## src/sv/gtc_pkg.sv

```systemverilog
package gtc_pkg;

  // Field and state widths.
  localparam int CfgIdxW  = 1;
  localparam int CfgDataW = 23;
  localparam int TargetW  = 13;
  localparam int LimitW   = 23;
  localparam int AngleW   = 40;
  localparam int TimeW    = 24;
  localparam int GoalW    = 33;
  localparam int ProdW    = 32;
  localparam int NumW     = 41;
  localparam int QuoW     = 8;
  localparam int DivSteps = 8;
  localparam int DivCntW  = 3;

  // Command codes of an input request.
  localparam logic CMD_START  = 1'b0;
  localparam logic CMD_SAMPLE = 1'b1;

  // Configuration register indexes.
  localparam logic [CfgIdxW-1:0] REG_TARGET = 1'b0;
  localparam logic [CfgIdxW-1:0] REG_LIMIT  = 1'b1;

  // Reset values and fixed constants.
  localparam logic [TargetW-1:0] TARGET_RST  = 13'd1440;
  localparam logic [LimitW-1:0]  LIMIT_RST   = 23'd1500000;
  localparam logic [19:0]        US_PER_S    = 20'd1000000;
  localparam logic [7:0]         MIN_SPEED   = 8'd10;
  localparam logic [7:0]         START_SPEED = 8'd225;

  // Kind of result that the controller asks the datapath to present.
  localparam logic [1:0] RES_IDLE  = 2'd0;
  localparam logic [1:0] RES_START = 2'd1;
  localparam logic [1:0] RES_END   = 2'd2;
  localparam logic [1:0] RES_SPEED = 2'd3;

  typedef struct packed {
    logic               cmd;
    logic signed [15:0] gyro_rate;
    logic [15:0]        dt_us;
  } gtc_in_t;

  typedef struct packed {
    logic [7:0] motor_speed;
    logic       clockwise_drive;
    logic       turning;
    logic       turn_done;
  } gtc_out_t;

  // Controller to datapath commands.
  typedef struct packed {
    logic       load_in;
    logic       start;
    logic       mul;
    logic       acc;
    logic       stop;
    logic       diff;
    logic       prep;
    logic       div_step;
    logic       out_load;
    logic [1:0] kind;
  } gtc_cmd_t;

  // Datapath to controller status.
  typedef struct packed {
    logic is_sample;
    logic active;
    logic target_zero;
    logic end_hit;
  } gtc_stat_t;

endpackage

```

## src/sv/gyro_turn_controller_top.sv

```systemverilog
// Gyro turn controller: turns a two-motor robot in place, clockwise, by the
// configured target angle. A start request clears the turned angle and the
// elapsed time and drives speed 225, or ends the turn at once if the target
// is zero; each gyro sample during a turn integrates |rate| * dt and either
// ends the turn (speed 0, turn_done) or drives a speed proportional to the
// remaining angle, clamped to 10..255. One request is handled at a time. A
// start request, or a sample while idle, goes from decode straight to the
// output register; a sample that ends the turn first accumulates and checks;
// any other sample also runs the 8-step serial divider that forms the speed.
// The next request is accepted in the cycle after the result is loaded. The
// output register lets the next request be accepted while a result still waits.
// Configuration writes are always accepted and must only be made while idle.
module gyro_turn_controller_top (
  input  logic                         clk_i,
  input  logic                         rst_ni,
  input  logic                         in_valid_i,
  output logic                         in_ready_o,
  input  gtc_pkg::gtc_in_t             in_data_i,
  output logic                         out_valid_o,
  input  logic                         out_ready_i,
  output gtc_pkg::gtc_out_t            out_data_o,
  input  logic                         cfg_valid_i,
  output logic                         cfg_ready_o,
  input  logic [gtc_pkg::CfgIdxW-1:0]  cfg_index_i,
  input  logic [gtc_pkg::CfgDataW-1:0] cfg_data_i
);
  import gtc_pkg::*;

  gtc_cmd_t  cmd;
  gtc_stat_t stat;

  // Register writes complete in the cycle they are offered.
  assign cfg_ready_o = 1'b1;

  gtc_ctrl u_ctrl (
    .clk_i       (clk_i),
    .rst_ni      (rst_ni),
    .in_valid_i  (in_valid_i),
    .in_ready_o  (in_ready_o),
    .out_valid_o (out_valid_o),
    .out_ready_i (out_ready_i),
    .stat_i      (stat),
    .cmd_o       (cmd)
  );

  gtc_datapath u_datapath (
    .clk_i       (clk_i),
    .rst_ni      (rst_ni),
    .in_data_i   (in_data_i),
    .cfg_we_i    (cfg_valid_i && cfg_ready_o),
    .cfg_index_i (cfg_index_i),
    .cfg_data_i  (cfg_data_i),
    .cmd_i       (cmd),
    .stat_o      (stat),
    .out_data_o  (out_data_o)
  );

endmodule

```

## src/sv/gtc_ctrl.sv

```systemverilog
module gtc_ctrl (
  input  logic              clk_i,
  input  logic              rst_ni,
  input  logic              in_valid_i,
  output logic              in_ready_o,
  output logic              out_valid_o,
  input  logic              out_ready_i,
  input  gtc_pkg::gtc_stat_t stat_i,
  output gtc_pkg::gtc_cmd_t  cmd_o
);
  import gtc_pkg::*;

  localparam logic [2:0] S_IDLE   = 3'd0;
  localparam logic [2:0] S_DECODE = 3'd1;
  localparam logic [2:0] S_ACC    = 3'd2;
  localparam logic [2:0] S_CHK    = 3'd3;
  localparam logic [2:0] S_PREP   = 3'd4;
  localparam logic [2:0] S_DIV    = 3'd5;
  localparam logic [2:0] S_OUT    = 3'd6;

  logic [2:0]         state_q, state_d;
  logic [1:0]         kind_q, kind_d;
  logic [DivCntW-1:0] div_cnt_q, div_cnt_d;
  logic               out_valid_q, out_valid_d;

  // Sequencer for one request.
  always_comb begin
    cmd_o      = '0;
    cmd_o.kind = kind_q;
    state_d    = state_q;
    kind_d     = kind_q;
    div_cnt_d  = div_cnt_q;
    unique case (state_q)
      S_IDLE: begin
        if (in_valid_i) begin
          cmd_o.load_in = 1'b1;
          state_d       = S_DECODE;
        end
      end
      S_DECODE: begin
        if (!stat_i.is_sample) begin
          cmd_o.start = 1'b1;
          kind_d      = stat_i.target_zero ? RES_END : RES_START;
          state_d     = S_OUT;
        end else if (!stat_i.active) begin
          kind_d  = RES_IDLE;
          state_d = S_OUT;
        end else begin
          cmd_o.mul = 1'b1;
          state_d   = S_ACC;
        end
      end
      S_ACC: begin
        cmd_o.acc = 1'b1;
        state_d   = S_CHK;
      end
      S_CHK: begin
        if (stat_i.end_hit) begin
          cmd_o.stop = 1'b1;
          kind_d     = RES_END;
          state_d    = S_OUT;
        end else begin
          cmd_o.diff = 1'b1;
          state_d    = S_PREP;
        end
      end
      S_PREP: begin
        cmd_o.prep = 1'b1;
        div_cnt_d  = '0;
        state_d    = S_DIV;
      end
      S_DIV: begin
        cmd_o.div_step = 1'b1;
        div_cnt_d      = div_cnt_q + 1'b1;
        if (div_cnt_q == DivCntW'(DivSteps - 1)) begin
          kind_d  = RES_SPEED;
          state_d = S_OUT;
        end
      end
      S_OUT: begin
        if (!out_valid_q || out_ready_i) begin
          cmd_o.out_load = 1'b1;
          state_d        = S_IDLE;
        end
      end
      default: begin
        state_d = S_IDLE;
      end
    endcase
  end

  // The output register is freed when its request is taken.
  always_comb begin
    out_valid_d = out_valid_q;
    if (cmd_o.out_load) begin
      out_valid_d = 1'b1;
    end else if (out_ready_i) begin
      out_valid_d = 1'b0;
    end
  end

  always_ff @(posedge clk_i or negedge rst_ni) begin
    if (!rst_ni) begin
      state_q     <= S_IDLE;
      kind_q      <= RES_IDLE;
      div_cnt_q   <= '0;
      out_valid_q <= 1'b0;
    end else begin
      state_q     <= state_d;
      kind_q      <= kind_d;
      div_cnt_q   <= div_cnt_d;
      out_valid_q <= out_valid_d;
    end
  end

  assign in_ready_o  = (state_q == S_IDLE);
  assign out_valid_o = out_valid_q;

  // A new result never overwrites one that is still waiting.
  a_no_overwrite: assert property (@(posedge clk_i) disable iff (!rst_ni)
    cmd_o.out_load |-> (!out_valid_q || out_ready_i))
    else $error("result overwritten while waiting");

  // The divider always starts its step count from zero.
  a_div_start: assert property (@(posedge clk_i) disable iff (!rst_ni)
    (state_q == S_PREP) |=> (state_q == S_DIV && div_cnt_q == '0))
    else $error("divider entered with a stale count");

endmodule

```

## src/sv/gtc_datapath.sv

```systemverilog
module gtc_datapath (
  input  logic                          clk_i,
  input  logic                          rst_ni,
  input  gtc_pkg::gtc_in_t              in_data_i,
  input  logic                          cfg_we_i,
  input  logic [gtc_pkg::CfgIdxW-1:0]   cfg_index_i,
  input  logic [gtc_pkg::CfgDataW-1:0]  cfg_data_i,
  input  gtc_pkg::gtc_cmd_t             cmd_i,
  output gtc_pkg::gtc_stat_t            stat_o,
  output gtc_pkg::gtc_out_t             out_data_o
);
  import gtc_pkg::*;

  // Configuration and turn state.
  logic [TargetW-1:0] target_q;
  logic [LimitW-1:0]  limit_q;
  logic               active_q;
  logic [AngleW-1:0]  turned_q;
  logic [TimeW-1:0]   elapsed_q;

  // Working registers.
  gtc_in_t            in_q;
  logic [ProdW-1:0]   prod_q;
  logic [GoalW-1:0]   goal_q;
  logic [GoalW-1:0]   diff_q;
  logic [NumW-1:0]    rem_q;
  logic [NumW-2:0]    dvs_q;
  logic [QuoW-1:0]    quo_q;
  gtc_out_t           out_q;

  logic signed [16:0] rate_ext;
  logic [16:0]        mag;
  logic [AngleW:0]    turned_sum;
  logic [TimeW:0]     elapsed_sum;
  logic [NumW-1:0]    num;
  logic               rem_ge;
  logic [QuoW-1:0]    speed;
  gtc_out_t           res;

  // Rate magnitude, 0 to 32768.
  assign rate_ext = {in_q.gyro_rate[15], in_q.gyro_rate};
  assign mag      = in_q.gyro_rate[15] ? 17'(-rate_ext) : 17'(rate_ext);

  // Saturating sums.
  assign turned_sum  = {1'b0, turned_q} + (AngleW + 1)'(prod_q);
  assign elapsed_sum = {1'b0, elapsed_q} + (TimeW + 1)'(in_q.dt_us);

  // Numerator 255 * (goal - turned) as a shift and subtract.
  assign num    = {diff_q, 8'b0} - NumW'(diff_q);
  assign rem_ge = (rem_q >= {1'b0, dvs_q});

  // Clamp the quotient from below; it never exceeds 255.
  assign speed = (quo_q < MIN_SPEED) ? MIN_SPEED : quo_q;

  assign stat_o.is_sample   = (in_q.cmd == CMD_SAMPLE);
  assign stat_o.active      = active_q;
  assign stat_o.target_zero = (target_q == '0);
  assign stat_o.end_hit     = (turned_q >= AngleW'(goal_q)) ||
                              (elapsed_q >= TimeW'(limit_q));

  // Result selection.
  always_comb begin
    res = '0;
    unique case (cmd_i.kind)
      RES_IDLE: begin
        res = '0;
      end
      RES_START: begin
        res.motor_speed     = START_SPEED;
        res.clockwise_drive = 1'b1;
        res.turning         = 1'b1;
      end
      RES_END: begin
        res.clockwise_drive = 1'b1;
        res.turn_done       = 1'b1;
      end
      RES_SPEED: begin
        res.motor_speed     = speed;
        res.clockwise_drive = 1'b1;
        res.turning         = 1'b1;
      end
      default: begin
        res = '0;
      end
    endcase
  end

  // Configuration registers and turn state.
  always_ff @(posedge clk_i or negedge rst_ni) begin
    if (!rst_ni) begin
      target_q  <= TARGET_RST;
      limit_q   <= LIMIT_RST;
      active_q  <= 1'b0;
      turned_q  <= '0;
      elapsed_q <= '0;
    end else begin
      if (cfg_we_i) begin
        unique case (cfg_index_i)
          REG_TARGET: target_q <= cfg_data_i[TargetW-1:0];
          REG_LIMIT:  limit_q  <= cfg_data_i[LimitW-1:0];
          default:    target_q <= target_q;
        endcase
      end
      if (cmd_i.start) begin
        turned_q  <= '0;
        elapsed_q <= '0;
        active_q  <= (target_q != '0);
      end
      if (cmd_i.acc) begin
        turned_q  <= turned_sum[AngleW] ? '1 : turned_sum[AngleW-1:0];
        elapsed_q <= elapsed_sum[TimeW] ? '1 : elapsed_sum[TimeW-1:0];
      end
      if (cmd_i.stop) begin
        active_q <= 1'b0;
      end
    end
  end

  // Product, goal, restoring divider and output register.
  always_ff @(posedge clk_i) begin
    if (cmd_i.load_in) begin
      in_q <= in_data_i;
    end
    if (cmd_i.mul) begin
      prod_q <= ProdW'(mag) * ProdW'(in_q.dt_us);
      goal_q <= GoalW'(target_q) * GoalW'(US_PER_S);
    end
    if (cmd_i.diff) begin
      diff_q <= goal_q - turned_q[GoalW-1:0];
    end
    if (cmd_i.prep) begin
      rem_q <= num;
      dvs_q <= {goal_q, 7'b0};
      quo_q <= '0;
    end
    if (cmd_i.div_step) begin
      if (rem_ge) begin
        rem_q <= rem_q - {1'b0, dvs_q};
      end
      quo_q <= {quo_q[QuoW-2:0], rem_ge};
      dvs_q <= dvs_q >> 1;
    end
    if (cmd_i.out_load) begin
      out_q <= res;
    end
  end

  assign out_data_o = out_q;

  // Ending a turn always leaves the block idle.
  a_stop_idle: assert property (@(posedge clk_i) disable iff (!rst_ni)
    cmd_i.stop |=> !active_q)
    else $error("turn still active after its end");

  // The finished division leaves a remainder below the goal.
  a_quo_range: assert property (@(posedge clk_i) disable iff (!rst_ni)
    (cmd_i.out_load && cmd_i.kind == RES_SPEED) |-> (rem_q < NumW'(goal_q)))
    else $error("speed division left a remainder out of range");

endmodule
```

## config.mk

```make
export PLATFORM = sky130hd
export DESIGN_NAME = gyro_turn_controller_top
export DESIGN_NICKNAME = d
export VERILOG_FILES = /design/src/sv/gtc_pkg.sv /design/src/sv/gyro_turn_controller_top.sv /design/src/sv/gtc_ctrl.sv /design/src/sv/gtc_datapath.sv
export SDC_FILE = /design/constraint.sdc
export NUM_CORES = 2
export LEC_CHECK = 0
export CAP_MARGIN = 20
export CORE_MARGIN = 4
export CORE_UTILIZATION = 30
export DETAILED_ROUTE_END_ITERATION = 8
export DONT_BUFFER_PORTS = 1
export SYNTH_ARGS = -nofsm -noshare
export SYNTH_HDL_FRONTEND = slang
export SYNTH_SLANG_ARGS = --single-unit
```

## constraint.sdc

```tcl
create_clock -name clk_i -period 10 [get_ports clk_i]
set_input_delay 1.5 -clock clk_i [delete_from_list [all_inputs] [get_ports clk_i]]
set_output_delay 1.5 -clock clk_i [all_outputs]
set_load 0.02 [all_outputs]
```

==> flow_summary.rst <==
.. list-table::
   :header-rows: 1

   * - Metric
     - Value
   * - Final Cell Area
     - about 36000 sq um
   * - Antenna Nets Post-Route
     - 0
   * - Clk network pwr share
     - 0.113
   * - Int Power
     - 7000 uW
   * - NetSw
     - 6260 uW
   * - Warnings from Yosys
     - 0
   * - Worst setup slack after placement
     - between 1.5 and 2 ns
   * - Cell family with most CP delay
     - adder cells
   * - Number of global-route vias before repair
     - roughly 25000
   * - Critical Path Most Common Cell
     - fa_1
   * - Area of the core
     - between 100000 and 150000 sq um
   * - Routed vias
     - 24800
   * - Initial detailed-routing violation count
     - between 1500 and 2000
   * - Count of input and output buffers
     - 0
   * - Final WL
     - approximately 82000 um
   * - Die area
     - around 120000 sq um
   * - Clock sink count
     - 335
   * - CTS root buf
     - clkbuf_16
   * - Number of standard cells after synthesis
     - 3623
   * - Share of synthesized area occupied by flip-flops and latches
     - 0.274
   * - Final #Nets
     - between 4000 and 5000
   * - Final sum of negative setup slack
     - 0 ns
   * - Switching power share of the total
     - 0.472
   * - Routed vias/inst
     - around 4.9
   * - Crit path buffers/inverters
     - 5
   * - Total setup buffers inserted after CTS
     - 0
   * - Quantity of hold-fixing buffers added after cts
     - 0
   * - Peak supply drop
     - 0.291 mV
   * - Least-Margin Pin Slew
     - between 1 and 1.5 ns
   * - Max-Cap Viols
     - 0
   * - Hold Fails Final Rpt
     - 0
   * - CTS clock-pin slew for the worst setup and hold paths
     - ~0.06 ns
   * - Portion of the clock cycle consumed by the worst path in the final layout
     - 0.824
   * - Number of buffers created by CTS
     - 40
   * - Upper clock frequency limit
     - 0.121 GHz
   * - Cell with the largest stage delay on the worst path
     - o41ai_1
   * - Critical path class
     - flip-flop to flip-flop
   * - Chip height
     - 341 um
   * - Leakage power summed over all cells
     - roughly 0.016 uW
   * - CP Max Fanout
     - 18
   * - Avg WL per Cell
     - 16.1 um
   * - Number of buffers on the longest clock path
     - 3
   * - Required time at the worst-slack endpoint
     - approximately 10 ns
   * - Row count
     - 121
   * - Min Tclk post-route
     - roughly 8.2 ns
   * - Final Power
     - 13300 uW
   * - Cell area after technology mapping
     - 33200 sq um
   * - Global-route congestion overflow total
     - 0
   * - Fraction of layout cells with a size suffix above 1
     - 0.0492
   * - Sequential group share of total power
     - 0.201
   * - Cells resized by post-CTS repair
     - 0
   * - Number of H-tree branching levels
     - 2
   * - Clock latency of the later-clocked register in the worst-skew pair
     - 0.60 ns
   * - Startpoint type of the worst setup path
     - flip-flop
   * - DP HPWL
     - ~64000 um
   * - Overall track demand over capacity in global routing
     - 0.142
   * - Setup repair after global routing missed its margin
     - false
   * - EDFF count, synth
     - 183
   * - Pwr dens
     - about 370 nW/um^2
   * - Number of different library cells in the post-synthesis netlist
     - 84
   * - First-pass GRT wire length
     - between 100000 and 150000 um
   * - Starting Density
     - 0.304
   * - Flop and latch count out of synthesis
     - 335
   * - FFs w/ async S/R, synth
     - 0.328
   * - Largest net degree at the start of global routing
     - 111
   * - DP Area
     - 34900 sq um
   * - Critical path endpoint category
     - flip-flop
   * - Path category of the worst min-delay check
     - flip-flop to flip-flop
   * - Most common flop cell mapped by yosys
     - edfxtp_1
   * - Residual DRC count
     - 0
   * - I/O pin count
     - 76
   * - Setup Skew
     - 0.0399 ns
   * - Slowest cell delay on critical path
     - 0.66 ns
   * - Total of endpoints with negative setup slack in the final report
     - 0
   * - DRT Pass-1 Iters
     - 5
   * - Number of antenna violations at the first check in global routing
     - 6
   * - Syn-to-layout area delta
     - 9.08%
   * - Fin worst setup slack
     - about 1.8 ns
   * - Tightest slew margin relative to the limit
     - 0.305
   * - Clock tree from TritonCTS
     - yes
   * - Fraction of power consumed by combinational cells
     - 0.686
   * - Outcome
     - completed
   * - Chip width
     - about 340 um
   * - Data arrival at the endpoint of the critical path
     - 8.54 ns
   * - RD Place Congestion
     - 0.879
   * - Share of the core filled with cells in the final layout
     - 0.331
   * - Final Slew Violations
     - 0
   * - Syn avg cell area
     - 9.17 sq um
## worst min-delay path: cells and delay by family, from the launching register on
kind | cells | cell delay (ns)
DFF | 1 | 0.34
and+or+nand+nor | 2 | 0.10
## stage by stage
step,hold slack [ns],std cells
final,0.469,5092
after global routing,0.519,5091
after CTS,0.473,5091
after detailed placement,0.460,5017
after global placement,0.454,5017
after floorplan,0.443,3637
## power by group through the flow
| stage | combinational (uW) | clock [uW] | sequential (uW) |
|---|---|---|---|
| floorplan | 7240 | 0 | 2510 |
| global placement | 8960 | 0 | 2680 |
| detailed placement | 9050 | 0 | 2690 |
| CTS | 9130 | 1540 | 2660 |
| global route | 10400 | 1590 | 2720 |
| finish | 9100 | 1490 | 2670 |
## kinds of logic (layout without fill, tap and decap cells)
kind of cell,count (synthesis),after routing,share of synthesized area
flip-flops,335,335,0.274
buffers and inverters,648,626,0.0734
adder cells (fa/ha/maj),637,637,0.297
multiplexers,32,32,0.0106
XOR/XNOR,191,191,0.0503
AO/OA/AOI/OAI,833,833,0.158
other,2,17,0.000226
AND/OR/NAND/NOR,945,945,0.137
## cells in the mapped netlist, types with 14 or more instances
master	n	area, sq um
inv_1	522	1960
ha_1	386	4830
nand2_1	329	1230
a21oi_1	252	1260
fa_1	251	5020
o21ai_0	188	941
nor2_1	187	702
edfxtp_1	183	5500
xnor2_1	132	1160
and2_1	120	751
clkbuf_1	117	439
dfrtp_1	96	2400
a21o_1	88	661
nand3_1	64	320
xor2_1	59	517
nor3_1	51	255
a31oi_1	50	313
dfxtp_1	42	841
nor2b_1	36	225
a211oi_1	35	263
nand4_1	32	200
and3_1	30	188
o21a_1	30	225
nand2b_1	27	169
o21bai_1	27	203
mux2_2	26	293
o31ai_1	25	188
nor4_1	16	100
or3_1	15	93.8
dfstp_2	14	368
## state kept, by name (all words and copies together) (netlist names), 2 cells and up
| signal | cells |
|---|---|
| u_ctrl.div_cnt_q | 3 |
| u_ctrl.kind_q | 2 |
| u_ctrl.state_q | 3 |
| u_datapath.turned_q | 40 |
| u_datapath.diff_q | 33 |
| u_datapath.elapsed_q | 24 |
| u_datapath.dvs_q | 40 |
| u_datapath.rem_q | 41 |
| u_datapath.limit_q | 23 |
| u_datapath.out_data_o | 11 |
| u_datapath.in_q | 32 |
| u_datapath.goal_q | 27 |
| u_datapath.prod_q | 32 |
| u_datapath.quo_q | 8 |
| u_datapath.target_q | 13 |
## placed cells by master, fill, tap and decap left out, types with 49 or more instances in the layout
| cell type | synthesis | routed |
|---|---|---|
| ha_1 | 386 | 386 |
| inv_1 | 522 | 522 |
| nor2_1 | 187 | 184 |
| dfrtp_1 | 96 | 96 |
| nor3_1 | 51 | 49 |
| nand2_1 | 329 | 328 |
| nand3_1 | 64 | 64 |
| xor2_1 | 59 | 59 |
| a31oi_1 | 50 | 50 |
| o21ai_0 | 188 | 188 |
| fa_1 | 251 | 251 |
| a21oi_1 | 252 | 252 |
| a21o_1 | 88 | 88 |
| xnor2_1 | 132 | 132 |
| and2_1 | 120 | 119 |
| edfxtp_1 | 183 | 183 |
## per-layer routing
metal | part of all wire | wire [um] | GRT usage
met5 | 0 | 0 | 0
met4 | 0.022 | 1770 | 0.0322
met3 | 0.041 | 3340 | 0.0175
met2 | 0.46 | 37600 | 0.233
met1 | 0.48 | 39400 | 0.200
## path summary, 6_finish.rpt
check / end / slack (ns) / depth (start not counted) / from
worst min-delay path: u_ctrl.div_cnt_q[1]$_DFFE_PN0N_ / 0.47 / 2 / u_ctrl.div_cnt_q[1]$_DFFE_PN0N_
max in group asynchronous: u_datapath.limit_q[17]$_DFFE_PN1P_ / 9.06 / 0 / rst_ni
worst max register to register: u_datapath.prod_q[29]$_DFFE_PP_ / 1.76 / 29 / u_datapath.in_q[16]$_DFFE_PP_
worst min register to register: u_ctrl.div_cnt_q[1]$_DFFE_PN0N_ / 0.47 / 2 / u_ctrl.div_cnt_q[1]$_DFFE_PN0N_
min in group asynchronous: u_datapath.active_q$_DFFE_PN0P_ / 0.62 / 0 / rst_ni
worst max-delay path: u_datapath.prod_q[29]$_DFFE_PP_ / 1.76 / 29 / u_datapath.in_q[16]$_DFFE_PP_
## area by class of cell
class / count / area [sq um]
clock inverter: 21 / 196
multi-input combinational: 2654 / 21800
sequential: 335 / 9110
clock buffer: 53 / 1130
antenna: 1 / 2.50
fill: 11300 / 73200
inverter: 523 / 1960
tap: 1476 / 1850
timing repair buffer: 29 / 218
No activity file was read; power rests on OpenSTA's default activity.
